File: src/rtl/core/lwkd_pkg.sv
// ----------------------------------------------------------------------------
// Longest window package
// Widths, reset values and the types that the controller and the datapath of
// the longest k-distinct window unit share.
// ----------------------------------------------------------------------------
package lwkd_pkg;

	// Alphabet and field widths fixed by the interface.
	localparam int ALPHABET    = 128;
	localparam int SYM_W       = 7;
	localparam int BEST_W      = 13;
	localparam int CFG_W       = 8;
	localparam int BUDGET_W    = 9;
	localparam int MAX_LEN_DEF = 4096;

	localparam logic [CFG_W-1:0] MAX_DISTINCT_RST = 8'd2;

	// Controller states.
	typedef enum logic [2:0] {
		ST_IDLE,
		ST_FORCE,
		ST_EV_CNT,
		ST_EV_UPD,
		ST_PUSH,
		ST_CHECK
	} state_t;

	// Commands from the controller to the datapath.
	typedef struct packed {
		logic accept;      // take the input word, read the count of its symbol
		logic set_ovf;     // window full on arrival: flag overflow
		logic store_rd;    // read the oldest symbol of the window
		logic cnt_rd_ev;   // read the count of the oldest symbol
		logic evict;       // drop the oldest symbol
		logic cnt_rd_sym;  // read the count of the held symbol
		logic push;        // append the held symbol
		logic result;      // register the result word
	} cmd_t;

	// Status from the datapath to the controller.
	typedef struct packed {
		logic full;        // window holds the largest number of symbols
		logic shrink;      // distinct budget is negative and window not empty
		logic out_free;    // output register can take a word
	} status_t;

endpackage

File: src/rtl/core/lwkd_ctrl.sv
// ----------------------------------------------------------------------------
// Longest window controller
// Sequences the forced eviction of a full window, the push of each symbol and
// the eviction loop that brings the window back within its distinct budget.
// ----------------------------------------------------------------------------
module lwkd_ctrl import lwkd_pkg::*; (
	input  logic    clk,
	input  logic    arst_n,
	input  logic    in_valid,
	output logic    in_ready,
	input  status_t status,
	output cmd_t    cmd
);

	state_t state_q, state_d;
	logic   forced_q;

	// State and forced-eviction flag.
	always_ff @(posedge clk or negedge arst_n) begin
		if (!arst_n) begin
			state_q  <= ST_IDLE;
			forced_q <= 1'b0;
		end else begin
			state_q <= state_d;
			if (state_q == ST_FORCE) begin
				forced_q <= 1'b1;
			end else if (state_q == ST_EV_UPD) begin
				forced_q <= 1'b0;
			end
		end
	end

	// Next state.
	always_comb begin
		state_d = state_q;
		unique case (state_q)
			ST_IDLE: begin
				if (in_valid) begin
					state_d = status.full ? ST_FORCE : ST_PUSH;
				end
			end
			ST_FORCE:  state_d = ST_EV_CNT;
			ST_EV_CNT: state_d = ST_EV_UPD;
			ST_EV_UPD: state_d = forced_q ? ST_PUSH : ST_CHECK;
			ST_PUSH:   state_d = ST_CHECK;
			ST_CHECK: begin
				if (status.shrink) begin
					state_d = ST_EV_CNT;
				end else if (status.out_free) begin
					state_d = ST_IDLE;
				end
			end
			default:   state_d = ST_IDLE;
		endcase
	end

	// Commands.
	always_comb begin
		cmd      = '0;
		in_ready = 1'b0;
		unique case (state_q)
			ST_IDLE: begin
				in_ready   = 1'b1;
				cmd.accept = in_valid;
			end
			ST_FORCE: begin
				cmd.set_ovf  = 1'b1;
				cmd.store_rd = 1'b1;
			end
			ST_EV_CNT: cmd.cnt_rd_ev = 1'b1;
			ST_EV_UPD: begin
				cmd.evict      = 1'b1;
				cmd.cnt_rd_sym = forced_q;
			end
			ST_PUSH:   cmd.push = 1'b1;
			ST_CHECK: begin
				cmd.store_rd = status.shrink;
				cmd.result   = !status.shrink && status.out_free;
			end
			default: begin
				cmd = '0;
			end
		endcase
	end

endmodule

File: config.mk
export PLATFORM = sky130hd
export DESIGN_NAME = lwkd_ctrl
export DESIGN_NICKNAME = d
export VERILOG_FILES = /design/src/rtl/core/lwkd_pkg.sv /design/src/rtl/core/lwkd_ctrl.sv
export SDC_FILE = /design/constraint.sdc
export NUM_CORES = 1
export LEC_CHECK = 0
export ABC_AREA = 1
export BUFFER_PORTS_ARGS = -buffer_cell sky130_fd_sc_hd__clkbuf_2
export CAP_MARGIN = 5
export CELL_PAD_IN_SITES_DETAIL_PLACEMENT = 0
export CELL_PAD_IN_SITES_GLOBAL_PLACEMENT = 1
export CORE_AREA = 4 4 41 43
export CTS_CLUSTER_SIZE = 10
export DETAILED_ROUTE_END_ITERATION = 6
export DIE_AREA = 0 0 45 47
export PLACE_DENSITY = 0.7
export SYNTH_ARGS = -nofsm -noshare
export SYNTH_HDL_FRONTEND = slang
export SYNTH_SLANG_ARGS = --single-unit
File: constraint.sdc
create_clock -name clk -period 1.08 [get_ports clk]
set_clock_uncertainty 0.05 [all_clocks]
set_input_delay 0.216 -clock clk [delete_from_list [all_inputs] [get_ports clk]]
set_output_delay 0.216 -clock clk [all_outputs]
set_load 0.01 [all_outputs]
==> flow_metrics.py <==
metrics = {
    "timing": {
        "final_max_slew_viol_count": 0,
        "slew_headroom_pct": 85.4,
        "setup_viol": 11,
        "fin_ws_ns": -0.322,
        "fin_crit_sh_pct": 130,
        "tightest_slew_ns": 0.218,
        "timing.fmax_mhz": 713,
        "rsz0062_at_grt": "yes",
        "layout_min_cycle_time_ns": 1.40,
        "whs_ns": 0.258,
        "hold_viol_final": 0,
    },
    "layout": {
        "diodes": 0,
        "nFillCells": 134,
        "fin_cells": 88,
        "syn2layout_area_growth_pct": 108,
        "drive_gt1_share_pct": 71.2,
        "nNetsFinal": 81,
        "design_area_um2": 567,
    },
    "clock_tree": {
        "cts-root-buf": "clkbuf_4",
        "ctsLongestPathBuffers": 2,
        "h-tree-depth": 1,
        "cts_tree": "done",
        "clkTransAtPathRegs_ns": 0.04,
        "cts-buffers-inserted": 3,
        "clk_latency_ns": 0.23,
        "cts.sinks": 4,
    },
    "worst_hold_path": {
        "holdPathStages": 4,
        "hp-start": "status[0]",
        "min_to": "state_q[2]$_DFFE_PN0P_",
        "hp-class": "in2reg",
    },
    "power_and_ir_drop": {
        "p_int_uw": 947,
        "swShare_pct": 42.9,
        "p_switching_uw": 710,
        "ir_worst_vdd_v": 0.00105,
        "power.density_nw_per_um2": 2920,
        "clock_power_share_pct": 10.9,
        "pwr-share-comb_pct": 68.7,
        "p_leak_nw": 0.332,
        "pwr-share-seq_pct": 20.4,
    },
    "synthesis": {
        "synth_edf_count": 0,
        "synthCells": 42,
        "syn-num-nets": 48,
        "synthFlopType": "dfrtp_1",
        "yosys_register_bits": 4,
        "synth.avg_cell_area_um2": 6.49,
        "synth_top_area_cell": "dfrtp_1",
        "synth_common_cells": "nand2_1, inv_1, nand3_1, nor2_1, dfrtp_1",
        "seq_area_frac_synth_pct": 36.7,
        "synthArstFlopShare_pct": 100,
        "synthDistinctLibCells": 13,
        "yosysMostFrequentCell": "nand2_1",
        "synthesis.area_um2": 273,
        "ys_warn_count": 0,
        "netlist_top_cells_area": "dfrtp_1, nand2_1, inv_1, nand3_1, nor2_1",
        "synth_top_area_share_pct": 36.7,
    },
    "run": {
        "max_cap_violations": 0,
    },
    "global_route": {
        "met2_usage_pct": 14.1,
        "use_met1_pct": 11.1,
        "grt_pass1_vias": 350,
        "met3_usage_pct": 1.15,
        "top_usage_layer": "met2",
        "grt_pass1_wl_mm": 1.36,
        "gr-total-overflow": 0,
        "grt_util_all_layers_pct": 8.97,
        "grt_max_degree": 8,
        "antenna_found_initial": 0,
    },
    "route": {
        "routedWlPerCell_um": 9.30,
        "routed_wirelength_um": 818,
        "drtIter0Drc": 4,
        "drc": 0,
        "drtPass1Iterations": 2,
        "avgViaCountPerCell": 4.14,
        "via_count": 364,
        "drtAntennaViolNets": 0,
    },
    "placed_design": {
        "io_buffers": 14,
        "hpwl_um": 591,
        "placedCellCount": 79,
        "placed_area_um2": 424,
        "gp_congestion": 0.705,
    },
    "outcome": {
        "status": "finished with violations",
        "failed_checks": "negative setup slack",
    },
    "worst_setup_path": {
        "r2r_start": "state_q[1]$_DFFE_PN0P_",
        "critPathLaunchType": "flop",
        "critPathMaxStageDelay_ns": 0.47,
        "path_max_fanout": 6,
        "path_delay_family": "flip-flops",
        "crit_path_end_kind": "output pin",
        "regToRegSetupSlack_ns": -0.23,
        "critPathKind": "reg2out",
        "path_buf_inv": 1,
        "crit_chain": "nor2_4, and3_1, buf_2",
        "crit_required_ns": 0.81,
        "crit_arrival_ns": 1.14,
        "worstRegToRegCells": 7,
        "r2r_end": "state_q[0]$_DFFE_PN0P_",
        "worst_path_max_delay_cell": "dfrtp_2",
    },
    "floorplan": {
        "die_w_um": 45,
        "io_pins": 15,
        "die_h_um": 47,
        "core-area_um2": 1300,
        "dieArea_um2": 2120,
        "initial_core_util_pct": 21.0,
        "rows": 13,
    },
}
-- how the worst max path moves through the flow --
stage | start | to | slack [ns] | cells past startpoint
6_report | state_q[1]$_DFFE_PN0P_ | cmd[0] | -0.32 | 3
5_1_grt | state_q[1]$_DFFE_PN0P_ | cmd[5] | -0.37 | 4
4_1_cts | state_q[0]$_DFFE_PN0P_ | cmd[5] | -0.32 | 5
3_5_place_dp | state_q[1]$_DFFE_PN0P_ | cmd[7] | -0.11 | 4
3_3_place_gp | state_q[1]$_DFFE_PN0P_ | cmd[7] | -0.10 | 4
2_1_floorplan | state_q[1]$_DFFE_PN0P_ | cmd[7] | 0.005 | 3
-- area by class of cell --
class | count | area (µm²) | area share [%]
flip-flops and latches | 4 | 103 | 18.1
inverters | 10 | 40.0 | 7.06
well taps | 15 | 18.8 | 3.31
clock buffers | 3 | 22.5 | 3.97
repair buffers | 28 | 198 | 34.9
multi-input cells | 28 | 185 | 32.7
-- flip-flops by register name, indices dropped and copies added (netlist names) --
| register | cells |
|---|---|
| forced_q | 1 |
| state_q | 3 |
-- cell families (layout without fill, tap and decap cells) --
| logic type | after synthesis | after routing | share of synthesized area [%] |
|---|---|---|---|
| flip-flops | 4 | 4 | 36.7 |
| AO/OA/AOI/OAI | 3 | 3 | 5.50 |
| AND/OR/NAND/NOR | 25 | 25 | 44.0 |
| buffers and inverters | 10 | 41 | 13.8 |
-- power by group through the flow --
stage / registers (mW) / clock network, mW / logic (mW)
after floorplan: 0.299 / 0 / 0.419
after global placement: 0.304 / 0 / 0.779
after detailed placement: 0.305 / 0 / 0.782
after CTS: 0.322 / 0.193 / 0.972
after global routing: 0.353 / 0.198 / 1.26
final: 0.338 / 0.180 / 1.14
-- worst min-delay path, stage by stage --
cell	delay [ns]
clkbuf_2	0.09
nor2_1	0.06
nand3_4	0.10
nand2_2	0.04
-- layer usage --
metal	vias to the layer above	part of all wire, %
met5	-	0
li1	194	-
met4	0	0
met2	7	50
met3	0	4.9
met1	163	44
-- cells in the final DEF (no fill, tap or decap), drive strengths merged --
master / n
o21ai: 3
and3: 1
dfrtp: 4
nand2: 10
nor2: 7
buf: 19
nor3: 1
dlygate4sd3: 1
nand3: 6
inv: 10
clkbuf: 11
-- what timing repair did --
action | 4_1_cts | 5_1_grt
pin swaps | 3 | 4
hold buffers | 1 | 0
cloned | 0 | 0
endpoints found under the setup margin | 10 | 13
buffers inserted | 3 | 2
hold endpoints to repair | 4 | 0
resized for setup | 12 | 17
-- stage by stage --
stage	setup TNS, ns	worst slack, ns	util, %	power (mW)
2_1_floorplan	0	0.00460	-	0.718
3_3_place_gp	-0.503	-0.104	32.6	1.08
4_1_cts	-2.75	-0.319	40.1	1.49
3_5_place_dp	-0.518	-0.114	32.6	1.09
5_1_grt	-3.55	-0.372	43.6	1.81
6_report	-2.83	-0.322	43.6	1.66
No activity file was read; power rests on OpenSTA's default activity.
